$ cat config.mk
export PLATFORM = sky130hd
export DESIGN_NAME = mailbox_alternating_bit_link_top
export DESIGN_NICKNAME = d
export VERILOG_FILES = /design/src/rtl/mabl_pkg.sv /design/src/rtl/mailbox_alternating_bit_link_top.sv /design/src/rtl/mabl_ram.sv /design/src/rtl/mabl_front.sv /design/src/rtl/mabl_back.sv
export SDC_FILE = /design/constraint.sdc
export NUM_CORES = 1
export LEC_CHECK = 0
export ABC_CLOCK_PERIOD_IN_PS = 45100
export BUFFER_PORTS_ARGS = -buffer_cell sky130_fd_sc_hd__buf_2
export CAP_MARGIN = 25
export CORE_UTILIZATION = 60
export DETAILED_ROUTE_END_ITERATION = 10
export PLACE_DENSITY = 0.88
export SYNTH_ARGS = -nofsm -noshare
export SYNTH_HDL_FRONTEND = slang
export SYNTH_HIERARCHICAL = 1
export SYNTH_SLANG_ARGS = --single-unit
$ cat constraint.sdc
create_clock -name clk -period 45.1 [get_ports clk]
set_input_delay 6.765 -clock clk [delete_from_list [all_inputs] [get_ports clk]]
set_output_delay 6.765 -clock clk [all_outputs]
set_load 0.05 [all_outputs]
$ cat src/rtl/mabl_pkg.sv
// ----------------------------------------------------------------------------
// mabl_pkg
// Shared types, op codes and CRC-8 helper for the alternating bit mailbox link.
// ----------------------------------------------------------------------------
package mabl_pkg;

	typedef enum logic [2:0] {
		OP_OBSERVE = 3'd0,
		OP_SEND    = 3'd1,
		OP_PROBE   = 3'd2,
		OP_POP     = 3'd3,
		OP_START   = 3'd4
	} op_t;

	localparam logic [0:0] REG_NO_HOST = 1'b0;
	localparam logic [0:0] REG_HOST    = 1'b1;
	localparam int unsigned MAX_PAYLOAD = 6;

	typedef struct packed {
		logic [2:0]  op;
		logic [31:0] mailbox_word;
		logic [47:0] payload;
		logic [2:0]  payload_len;
	} item_t;

	function automatic logic [7:0] crc8_byte(input logic [7:0] c_in, input logic [7:0] b);
		logic [7:0] c;
		c = c_in ^ b;
		for (int k = 0; k < 8; k++) begin
			c = c[7] ? ({c[6:0], 1'b0} ^ 8'h07) : {c[6:0], 1'b0};
		end
		return c;
	endfunction

	function automatic logic [7:0] crc8_bytes(input logic [63:0] b, input logic [3:0] n);
		logic [7:0] c;
		c = 8'hff;
		for (int i = 0; i < 8; i++) begin
			if (4'(i) < n) begin
				c = crc8_byte(c, b[8*i +: 8]);
			end
		end
		return c;
	endfunction

endpackage

$ cat src/rtl/mailbox_alternating_bit_link_top.sv
// ----------------------------------------------------------------------------
// mailbox_alternating_bit_link_top
// Target side of a stop-and-wait mailbox link with alternating bit and CRC-8.
// ----------------------------------------------------------------------------
// For each word the link engine first reads the receive ring head, then checks
// the answer, builds or reposts the frame and updates state.
// An answer that stores two bytes adds a second ring write before the next word.
// A two entry input queue and the result register let both sides stall apart.
module mailbox_alternating_bit_link_top #(
	parameter int RX_DEPTH = 32
) (
	input  logic        clk,
	input  logic        arst_n,
	input  logic        cfg_we,
	input  logic        cfg_index,
	input  logic [31:0] cfg_data,
	input  logic        in_valid,
	output logic        in_stall,
	input  logic [2:0]  op,
	input  logic [31:0] mailbox_word,
	input  logic [47:0] payload,
	input  logic [2:0]  payload_len,
	output logic        out_valid,
	input  logic        out_stall,
	output logic        post_first,
	output logic [31:0] first_word,
	output logic        post_second,
	output logic [31:0] second_word,
	output logic        send_taken,
	output logic [7:0]  rx_byte,
	output logic        rx_valid,
	output logic [4:0]  rx_count,
	output logic        frame_pending,
	output logic        timed_out,
	output logic        host_seen
);
	import mabl_pkg::*;

	logic [31:0] polls_no_host_q, polls_host_q;
	item_t in_item, q_item;
	logic q_valid, q_take;

	always_ff @(posedge clk or negedge arst_n) begin
		if (!arst_n) begin
			polls_no_host_q <= 32'd6000;
			polls_host_q    <= 32'd60000;
		end else if (cfg_we) begin
			if (cfg_index == REG_NO_HOST) polls_no_host_q <= cfg_data;
			else polls_host_q <= cfg_data;
		end
	end

	assign in_item = '{op: op, mailbox_word: mailbox_word, payload: payload,
		payload_len: payload_len};

	mabl_front u_front (
		.clk(clk), .arst_n(arst_n), .in_valid(in_valid), .in_stall(in_stall),
		.in_item(in_item), .q_valid(q_valid), .q_item(q_item), .q_take(q_take)
	);

	mabl_back #(.RX_DEPTH(RX_DEPTH)) u_back (
		.clk(clk), .arst_n(arst_n), .q_valid(q_valid), .q_item(q_item),
		.q_take(q_take), .polls_no_host(polls_no_host_q), .polls_host(polls_host_q),
		.out_valid(out_valid), .out_stall(out_stall),
		.post_first(post_first), .first_word(first_word),
		.post_second(post_second), .second_word(second_word),
		.send_taken(send_taken), .rx_byte(rx_byte), .rx_valid(rx_valid),
		.rx_count(rx_count), .frame_pending(frame_pending),
		.timed_out(timed_out), .host_seen(host_seen)
	);

	a_send_posts: assert property (@(posedge clk) disable iff (!arst_n)
		out_valid && send_taken |-> post_first && frame_pending)
		else $error("send taken without post");
	a_pop_valid: assert property (@(posedge clk) disable iff (!arst_n)
		out_valid && !rx_valid |-> rx_byte == 8'd0)
		else $error("rx byte without pop");
	a_second: assert property (@(posedge clk) disable iff (!arst_n)
		out_valid && post_second |-> post_first)
		else $error("data1 write alone");
endmodule

$ cat src/rtl/mabl_ram.sv
// ----------------------------------------------------------------------------
// mabl_ram
// Generic single write, single read RAM with registered read data.
// ----------------------------------------------------------------------------
module mabl_ram #(
	parameter int WIDTH = 8,
	parameter int DEPTH = 32
) (
	input  logic                     clk,
	input  logic                     we,
	input  logic [$clog2(DEPTH)-1:0] waddr,
	input  logic [WIDTH-1:0]         wdata,
	input  logic [$clog2(DEPTH)-1:0] raddr,
	output logic [WIDTH-1:0]         rdata
);
	logic [WIDTH-1:0] mem_q [DEPTH];

	always_ff @(posedge clk) begin
		if (we) begin
			mem_q[waddr] <= wdata;
		end
		rdata <= mem_q[raddr];
	end
endmodule

$ cat src/rtl/mabl_front.sv
// ----------------------------------------------------------------------------
// mabl_front
// Input stage: accepts words and holds them in a two entry queue.
// ----------------------------------------------------------------------------
module mabl_front (
	input  logic                clk,
	input  logic                arst_n,
	input  logic                in_valid,
	output logic                in_stall,
	input  mabl_pkg::item_t     in_item,
	output logic                q_valid,
	output mabl_pkg::item_t     q_item,
	input  logic                q_take
);
	import mabl_pkg::*;

	item_t    buf_q [2];
	logic     rd_q, wr_q;
	logic [1:0] cnt_q;
	logic     push;

	assign in_stall = (cnt_q == 2'd2);
	assign push     = in_valid && !in_stall;
	assign q_valid  = (cnt_q != 2'd0);
	assign q_item   = buf_q[rd_q];

	always_ff @(posedge clk) begin
		if (push) begin
			buf_q[wr_q] <= in_item;
		end
	end

	always_ff @(posedge clk or negedge arst_n) begin
		if (!arst_n) begin
			rd_q  <= 1'b0;
			wr_q  <= 1'b0;
			cnt_q <= 2'd0;
		end else begin
			if (push) wr_q <= ~wr_q;
			if (q_take) rd_q <= ~rd_q;
			cnt_q <= cnt_q + {1'b0, push} - {1'b0, q_take};
		end
	end
endmodule

$ cat src/rtl/mabl_back.sv
// ----------------------------------------------------------------------------
// mabl_back
// Link engine: answer check, frame post, timeout and receive ring; each word is a
// ring read then an update, result held in an output register.
// ----------------------------------------------------------------------------
module mabl_back #(
	parameter int RX_DEPTH = 32
) (
	input  logic                clk,
	input  logic                arst_n,
	input  logic                q_valid,
	input  mabl_pkg::item_t     q_item,
	output logic                q_take,
	input  logic [31:0]         polls_no_host,
	input  logic [31:0]         polls_host,
	output logic                out_valid,
	input  logic                out_stall,
	output logic                post_first,
	output logic [31:0]         first_word,
	output logic                post_second,
	output logic [31:0]         second_word,
	output logic                send_taken,
	output logic [7:0]          rx_byte,
	output logic                rx_valid,
	output logic [4:0]          rx_count,
	output logic                frame_pending,
	output logic                timed_out,
	output logic                host_seen
);
	import mabl_pkg::*;

	localparam int AW = $clog2(RX_DEPTH);

	logic [AW-1:0] head_q, tail_q;
	logic seq_q, lhb_q, posted_q, sync_q, host_q, latch_q, long_q, wrote_q, started_q;
	logic [31:0] flo_q, fhi_q, budget_q;
	logic busy_q;
	logic [7:0] rdata;

	logic we0, we1;
	logic [AW-1:0] wa0, wa1, wa;
	logic [7:0] wd0, wd1, wd;
	logic wsel_q;
	logic [7:0] wd1_q;
	logic [AW-1:0] wa1_q;

	mabl_ram #(.WIDTH(8), .DEPTH(RX_DEPTH)) u_ring (
		.clk(clk), .we(we0 || wsel_q), .waddr(wa), .wdata(wd),
		.raddr(head_q), .rdata(rdata)
	);
	assign wa = wsel_q ? wa1_q : wa0;
	assign wd = wsel_q ? wd1_q : wd0;

	function automatic logic [AW-1:0] fill(input logic [AW-1:0] t, input logic [AW-1:0] h);
		return (t >= h) ? AW'(t - h) : AW'(32'(RX_DEPTH) - 32'(h) + 32'(t));
	endfunction

	logic [AW-1:0] count;
	assign count = fill(tail_q, head_q);

	function automatic logic [AW-1:0] inc(input logic [AW-1:0] p);
		return (32'(p) + 1 >= RX_DEPTH) ? '0 : AW'(32'(p) + 1);
	endfunction

	// next state
	logic n_seq, n_lhb, n_posted, n_sync, n_host, n_latch, n_long, n_wrote, n_started;
	logic [31:0] n_flo, n_fhi, n_budget, n_w0, n_w1, reload;
	logic [AW-1:0] n_head, n_tail;
	logic o_pf, o_ps, o_tk, o_rv;
	logic [7:0] o_rb;
	logic done;
	logic [7:0] a0;
	logic [2:0] m, n;
	logic [63:0] fb;
	logic [7:0] crc;
	logic [AW-1:0] cnt_after;

	logic step;
	assign step = busy_q && (!out_valid || !out_stall);
	assign q_take = step;

	always_comb begin
		logic [31:0] w;
		logic ok, h;
		logic [7:0] ac;
		logic [63:0] pb;
		logic post_req;
		logic [2:0] pn;
		logic [47:0] pp;
		w = q_item.mailbox_word;
		n_seq = seq_q; n_lhb = lhb_q; n_posted = posted_q; n_sync = sync_q;
		n_host = host_q; n_latch = latch_q; n_long = long_q; n_wrote = wrote_q;
		n_started = started_q; n_flo = flo_q; n_fhi = fhi_q; n_budget = budget_q;
		n_head = head_q; n_tail = tail_q;
		o_pf = 1'b0; o_ps = 1'b0; o_tk = 1'b0; o_rv = 1'b0; o_rb = 8'd0;
		n_w0 = 32'd0; n_w1 = 32'd0; reload = 32'd0;
		we0 = 1'b0; wa0 = tail_q; wd0 = w[15:8];
		we1 = 1'b0; wa1 = inc(tail_q); wd1 = w[23:16];
		done = 1'b1; a0 = w[7:0]; m = a0[2:0]; n = 3'd0;
		fb = 64'd0; crc = 8'd0; cnt_after = '0;
		post_req = 1'b0; pn = 3'd0; pp = q_item.payload;
		ac = 8'd0; ok = 1'b0; h = 1'b0; pb = 64'd0;
		if (q_item.op == OP_START) begin
			o_pf = 1'b1;
			n_head = '0; n_tail = '0; n_seq = 1'b0; n_lhb = 1'b1; n_posted = 1'b0;
			n_sync = 1'b1; n_host = 1'b0; n_latch = 1'b0; n_long = 1'b0;
			n_wrote = 1'b0; n_started = 1'b1;
		end else if (started_q && q_item.op <= OP_POP) begin
			// answer check
			if (posted_q && (q_item.op != OP_SEND)) begin
				if (w[7]) begin
					done = 1'b0;
				end else begin
					ac = crc8_bytes({32'd0, w}, {1'b0, m} + 4'd1);
					ok = (m <= 3'd2) && (ac == w[8*(m+3'd1) +: 8]) && (w[5] == seq_q);
					if (!ok) begin
						done = 1'b0;
						o_pf = 1'b1; n_w0 = flo_q; o_ps = long_q;
						n_w1 = long_q ? fhi_q : 32'd0;
					end else begin
						n_posted = 1'b0; n_sync = 1'b0; n_host = 1'b1; n_latch = 1'b0;
						n_seq = ~seq_q;
						h = w[4];
						if (m != 3'd0 && h != lhb_q &&
							32'(RX_DEPTH - 1) - 32'(count) >= 32'(m)) begin
							we0 = 1'b1;
							we1 = (m == 3'd2);
							n_tail = (m == 3'd2) ? inc(inc(tail_q)) : inc(tail_q);
							n_lhb = h;
						end
					end
				end
			end
			case (q_item.op)
				OP_OBSERVE: begin
					if (posted_q && !done && !latch_q) begin
						if (budget_q <= 32'd1) begin
							n_budget = 32'd0;
							n_latch = 1'b1; n_host = 1'b0;
							pb = {fhi_q, flo_q};
							pb[6] = 1'b1;
							n = (pb[2:0] > 3'd6) ? 3'd6 : pb[2:0];
							crc = crc8_bytes(pb, {1'b0, n} + 4'd1);
							pb[8*({1'b0, n}+4'd1) +: 8] = crc;
							n_flo = pb[31:0]; n_fhi = pb[63:32];
							o_pf = 1'b1; n_w0 = pb[31:0]; o_ps = long_q;
							n_w1 = long_q ? pb[63:32] : 32'd0;
						end else begin
							n_budget = budget_q - 32'd1;
						end
					end
				end
				OP_SEND: begin
					if (!posted_q && q_item.payload_len != 3'd0) begin
						post_req = 1'b1;
						pn = (q_item.payload_len > 3'd6) ? 3'd6 : q_item.payload_len;
						n_wrote = 1'b1; o_tk = 1'b1;
					end
				end
				OP_PROBE: begin
					if (!n_posted && !n_latch) begin
						if (!wrote_q) begin
							post_req = 1'b1; pn = 3'd0; pp = 48'd0;
						end
						n_wrote = 1'b0;
					end
				end
				OP_POP: begin
					if (fill(n_tail, head_q) != '0) begin
						o_rv = 1'b1; o_rb = (count == '0) ? wd0 : rdata;
						n_head = inc(head_q);
					end
				end
				default: ;
			endcase
			if (post_req) begin
				fb = 64'd0;
				fb[7:0] = {1'b1, 1'b0, n_seq, n_lhb, n_sync, pn};
				for (int i = 0; i < 6; i++) begin
					if (3'(i) < pn) fb[8*(i+1) +: 8] = pp[8*i +: 8];
				end
				crc = crc8_bytes(fb, {1'b0, pn} + 4'd1);
				fb[8*({1'b0, pn}+4'd1) +: 8] = crc;
				n_long = (pn >= 3'd3);
				n_flo = fb[31:0]; n_fhi = fb[63:32];
				reload = n_host ? ((polls_host == 32'd0) ? 32'd1 : polls_host)
					: ((polls_no_host == 32'd0) ? 32'd1 : polls_no_host);
				n_budget = reload; n_posted = 1'b1;
				o_pf = 1'b1; n_w0 = fb[31:0]; o_ps = n_long;
				n_w1 = n_long ? fb[63:32] : 32'd0;
			end
		end
		cnt_after = fill(n_tail, n_head);
	end

	always_ff @(posedge clk) begin
		if (step) begin
			first_word  <= n_w0;
			second_word <= n_w1;
			rx_byte     <= o_rb;
			flo_q <= n_flo; fhi_q <= n_fhi; budget_q <= n_budget;
			wd1_q <= wd1; wa1_q <= wa1;
		end
	end

	always_ff @(posedge clk or negedge arst_n) begin
		if (!arst_n) begin
			busy_q <= 1'b0; out_valid <= 1'b0; wsel_q <= 1'b0;
			head_q <= '0; tail_q <= '0; seq_q <= 1'b0; lhb_q <= 1'b1;
			posted_q <= 1'b0; sync_q <= 1'b1; host_q <= 1'b0; latch_q <= 1'b0;
			long_q <= 1'b0; wrote_q <= 1'b0; started_q <= 1'b0;
			post_first <= 1'b0; post_second <= 1'b0; send_taken <= 1'b0;
			rx_valid <= 1'b0; rx_count <= 5'd0; frame_pending <= 1'b0;
			timed_out <= 1'b0; host_seen <= 1'b0;
		end else begin
			wsel_q <= step && we1;
			if (out_valid && !out_stall && !step) out_valid <= 1'b0;
			if (step) begin
				busy_q <= 1'b0;
				out_valid <= 1'b1;
				head_q <= n_head; tail_q <= n_tail; seq_q <= n_seq; lhb_q <= n_lhb;
				posted_q <= n_posted; sync_q <= n_sync; host_q <= n_host;
				latch_q <= n_latch; long_q <= n_long; wrote_q <= n_wrote;
				started_q <= n_started;
				post_first <= o_pf; post_second <= o_ps; send_taken <= o_tk;
				rx_valid <= o_rv; rx_count <= 5'(cnt_after);
				frame_pending <= n_posted; timed_out <= n_latch; host_seen <= n_host;
			end else if (!busy_q && q_valid && !wsel_q) begin
				busy_q <= 1'b1;
			end
		end
	end
endmodule

-- After elaboration in Yosys (flattened, before gate mapping)
Memories as Yosys holds them, arrays and structs flattened. A register that Yosys moved wholly into a read port is not among the register bits.
Index checks and enable logic that the tools add are counted.
- shift operators: 5
- multiplexer cells: 515
- add/sub/neg operators: 23
- bitwise logic cells: 219
- magnitude comparators: 43
- reduce and logical (&&, ||, !) cells: 56
- equal/unequal tests: 12
- operators by type and width (operator ; number):
    $mux W8 ; 146
    $mux W32 ; 32
    $mux W3 ; 198
    $not A3 Y3 ; 192
    $mux W48 ; 3
    $bwmux W64 ; 2
    $shift A8 B34 Y64 const A ; 2
    $shiftx A8 B34 Y64 ; 2
    $xor A8 B8 Y8 ; 16
    $mux W1 ; 112
    $mux W5 ; 20
    $ge A32 B6 Y1 const B ; 3
    $neg A32 Y34 ; 2
    $logic_not A32 Y1 ; 2
    $lt A3 B4 Y1 const A ; 12
    $shiftx A32 B33 Y8 ; 1
    $ge A32 B3 Y1 ; 1
    $le A32 B1 Y1 const B ; 1
    $sub A32 B1 Y32 const B ; 1
    $add A3 B1 Y4 const B ; 6
    $lt A1 B4 Y1 const A ; 6
    $lt A2 B4 Y1 const A ; 6
    $not A8 Y8 ; 3
    $add A5 B1 Y6 const B ; 3
    other kinds (37) ; 101
- memories: 2
- bits in writable memories: 428
- register bits after elaboration: 280
- memory list (memory ; depth ; width ; read ports ; clocked after memory_dff ; write ports ; RTL line ; source):
    u_back.u_ring.mem_q ; 32 ; 8 ; 1 ; 1 ; 1 ; mabl_ram.sv:16 ; logic [WIDTH-1:0] mem_q [DEPTH];
    u_front.buf_q ; 2 ; 86 ; 1 ; 0 ; 1 ; mabl_front.sv:17 ; item_t buf_q [2];

-- Longest topological paths before layout
An unclocked memory read counts as a cell.
- depth in word-level cells: 356
- mapped depth: 58

-- Cells and area by module
The synthesis kept the hierarchy.
- modules (own cells, without submodules) (module ; area each (um^2) ; cells an instance ; instances):
    mabl_back ; 23359.9 ; 2616 ; 1
    mabl_ram ; 10053.4 ; 417 ; 1
    mabl_front ; 6521.3 ; 285 ; 1
    mailbox_alternating_bit_link_top ; 2443.6 ; 137 ; 1

-- Least setup slack after synthesis
Ideal clock, no wire load.
- path kind: input port to flip-flop
- start: input port out_stall
- end: register u_back.fhi_q[0], enable pin
- buffers on the path: 0
- cell stages on the path: 6
- data required time: 44.517 ns
- data arrival time: 15.741 ns
- path slack: 28.776 ns
- cell sequence: nand2_1 nand2_1 inv_1 nand2_1 a21oi_1 a21boi_0
- word-level cells in the longest chain between the ends: 4
- ends and longest elaborated chain (what ; RTL line ; source):
    start: declaration ; mailbox_alternating_bit_link_top.sv:24 ; input logic out_stall,
    $logic_not A1 Y1 ; mabl_back.sv:79 ; assign step = busy_q && (!out_valid || !out_stall);
    $logic_or A1 B1 Y1 ; mabl_back.sv:79 ;
    $logic_and A1 B1 Y1 ; mabl_back.sv:79 ;
    named net q_take ; mailbox_alternating_bit_link_top.sv:41 ; logic q_valid, q_take;
    $reduce_and A6 Y1 (no line) ; -- ;
    end signal: assignment ; mabl_back.sv:201 ; flo_q <= n_flo; fhi_q <= n_fhi; budget_q <= n_budget;
    end: declaration ; mabl_back.sv:36 ; logic [31:0] flo_q, fhi_q, budget_q;
The timed path passes the listed nets, and every way through them passes these cells.
A chain may end at the register's enable or synchronous reset.

==> qor.yml <==
status:
  result_of_the_run: "finished, final reports clean"
setup_path:
  cp.required_ps: 45460
  ff2ff_path_depth: 49
  critical_path.startpoint_type: "flop"
  end_of_the_worst_register_to_register_path: "u_back/second_word[4]"
  crit_path_end_kind: "flop"
  timing.setup.critical_path_class: "flop to flop"
  rrSetupSlack_ps: 28170
  worst_path_most_repeated_cell: "sky130_fd_sc_hd__xnor3_1"
  critical_path_peak_fanout: 45
  rr_startpoint: "u_front/rd_q"
  critPathMaxStageDelay_ps: 820
  crit_arrival_ps: 17290
  critical_path_s_slowest_cell: "sky130_fd_sc_hd__dfrtp_4"
logic_synthesis:
  synthesized_net_count: 3638
  synth-seq-cells: 716
  synth.yosys.warnings: 6
  yosys.area.top_type: "sky130_fd_sc_hd__edfxtp_1"
  yosysTopAreaCellShare_pct: 43.2
  postSynthAreaPerCell_um2: 12.3
  syn-cell-area_um2: 42400
  synthTopCellsByArea: "sky130_fd_sc_hd__edfxtp_1 (43%), sky130_fd_sc_hd__xnor2_1 (6.9%), sky130_fd_sc_hd__dfrtp_1 (4.9%), sky130_fd_sc_hd__mux4_2 (4.3%), sky130_fd_sc_hd__mux2_2 (3.6%)"
  synth_sequential_area_ratio_pct: 49.4
  synth-edff-count: 609
  synth.distinct_cells: 118
  async_s_r_ff_share_synth_pct: 13.8
  post_synth_inst_count: 3455
  synth_ff_type: "sky130_fd_sc_hd__edfxtp_1"
clocking:
  clk_root_buffer_cell: "sky130_fd_sc_hd__clkbuf_16"
  postCtsHoldBufs: 0
  htreeDepth: 3
  cts_tree: "built"
  clk_transition_reported_paths_ps: 60
  cts.path.max_buffers: 3
  clock_latency_ps: 660
  cts_buffers: 75
  clock-sinks: 716
  post_cts.repair.setup_buffers: 0
  post_cts_resize_count: 0
timing:
  totalNegativeSetupSlack_ps: 0
  clock.fmax_mhz: 59.1
  final.min_clock_period_ps: 16930
  finalCritPeriodShare_pct: 37.5
  rsz_0062_raised_after_global_routing: "no"
  worst_clock_skew_ps: 50.2
  timing_hold_violations_final: 0
  timing.final.setup_violations: 0
  hold_ws_ps: 486
  slew_headroom_pct: 22.0
  max_slew.worst_pin.slew_ps: 1160
  final-max-slew-violation-count: 0
global_route:
  overall_track_demand_over_capacity_in_global_routing_pct: 32.1
  grt_overflow: 0
  maximum_number_of_pins_on_one_net_before_global_route_repair: 71
  grt_pass1_wl_um: 174000
  number_of_global_route_vias_before_repair: 28800
  number_of_antenna_violations_at_the_first_check_in_global_routing: 16
finish:
  mostFrequentLayoutCell: "sky130_fd_sc_hd__edfxtp_1"
  areaGrowthSynthToFinish_pct: 10.3
  drive_above_1_share_pct: 20.4
  multi_input_comb_area_um2: 20500
  ff_latch_area_um2: 21000
  fin_cells: 4608
  most-common-layout-cells: "sky130_fd_sc_hd__edfxtp_1 (609), sky130_fd_sc_hd__xnor2_1 (335), sky130_fd_sc_hd__nand2_1 (291)"
  nets: 3788
  fill_cells: 4878
floorplan:
  die_w_um: 268
  dieHeight_um: 268
  row_count: 97
  core-area_um2: 69900
  floorplan.die_area_um2: 71700
  starting_density_of_the_core_pct: 60.6
  io_count: 210
hold_path:
  hold_start: "u_back/post_first"
  holdPathEnd: "u_back/post_first"
  hold-path-cell-count: 1
  hold_path_class: "flop to flop"
job:
  maxCapViolations: 0
placement:
  instance_count_after_placement_with_tap_cells_included: 4466
  io_buffers: 209
  detailedPlacementHpwl_um: 80300
  place_congestion: 0.973
detailed_routing:
  route.detailed.wl_per_inst_um: 25.0
  first_pass_iters: 8
  post-route-drc-count: 0
  routed_via_density: 6.50
  postRouteWirelength_um: 115000
  drt_first_iter_violations: 4336
  number_of_vias_after_detailed_routing: 30000
  ant_nets: 0
-- cells by family after synthesis --
group,share of synthesized area [%]
simple gates,10.1
flops,49.4
xor+xnor,15.6
compound gates,9.10
mux,11.6
buf+inv,2.36
fa+ha+maj,1.83
other cells,0.00885
-- state kept, by name (all words and copies together), names as in the netlist, 8 cells and up --
name and flops:
u_back/u_ring/mem_q 256, u_front/buf_q 172, u_back/u_ring/rdata 8, u_back/budget_q 32, u_back/first_word 32, polls_no_host_q 32, u_back/rx_byte 8, u_back/fhi_q 32
u_back/second_word 32, u_back/wd1_q 8, u_back/flo_q 32, polls_host_q 32
-- per-stage QoR --
stage,worst slack (ps),instance area [um^2],utilization (%)
floorplan,28780,42400,-
global placement,28700,44100,63.1
detailed placement,28400,44100,63.1
CTS,28350,46700,66.8
global route,27310,46800,66.9
finish,28170,46800,66.9
-- routing by layer --
metal	global-route usage (%)	vias to the layer above	part of all wire (%)
met1	42.7	14500	38
met5	0	-	0.11
met3	7.43	409	11
li1	-	13100	-
met2	50.7	1926	46
met4	13.6	20	4.8
-- area by class of cell --
type                            count  share of cell area [%]
Sequential cell                   716                    44.8
Multi-Input combinational cell   2515                    43.8
Inverter                           51                   0.420
Tap cell                          940                    2.52
Clock inverter                     33                    1.09
Antenna cell                        3                  0.0161
Clock buffer                      104                    4.42
Timing Repair Buffer              246                    2.88
-- cells in the mapped netlist (80+ instances only) --
cell type                  count
sky130_fd_sc_hd__clkbuf_1    110
sky130_fd_sc_hd__xnor2_1     335
sky130_fd_sc_hd__dfrtp_1      83
sky130_fd_sc_hd__mux2i_1      85
sky130_fd_sc_hd__mux2_2      137
sky130_fd_sc_hd__a21oi_1     182
sky130_fd_sc_hd__edfxtp_1    609
sky130_fd_sc_hd__nand2_1     292
sky130_fd_sc_hd__nor2_1      273
sky130_fd_sc_hd__mux4_2       80
sky130_fd_sc_hd__o21ai_0     133
sky130_fd_sc_hd__xor2_1      171
-- worst max-delay path, delay by kind of cell, from the launching register on --
kind                   cells  cell delay, ps
buffers and inverters      2            1020
AO/OA/AOI/OAI             11            4180
XOR/XNOR                  20            6460
flip-flops                 1             820
multiplexers               2             850
AND/OR/NAND/NOR           14            3230
-- how the worst max path moves through the flow --
stage	from	to	slack [ps]	cells after the start
finish	u_front/rd_q	u_back/second_word[4]	28170	49
global route	u_front/rd_q	u_back/second_word[4]	27310	49
CTS	u_front/rd_q	u_back/second_word[4]	28350	48
detailed placement	u_front/rd_q	u_back/second_word[4]	28400	48
global placement	u_front/rd_q	u_back/first_word[8]	28700	47
floorplan	out_stall	u_back/fhi_q[0]	28780	6
Power is not shown: default switching activity piles up to over one toggle a cycle in this logic, so the estimate is an artifact.
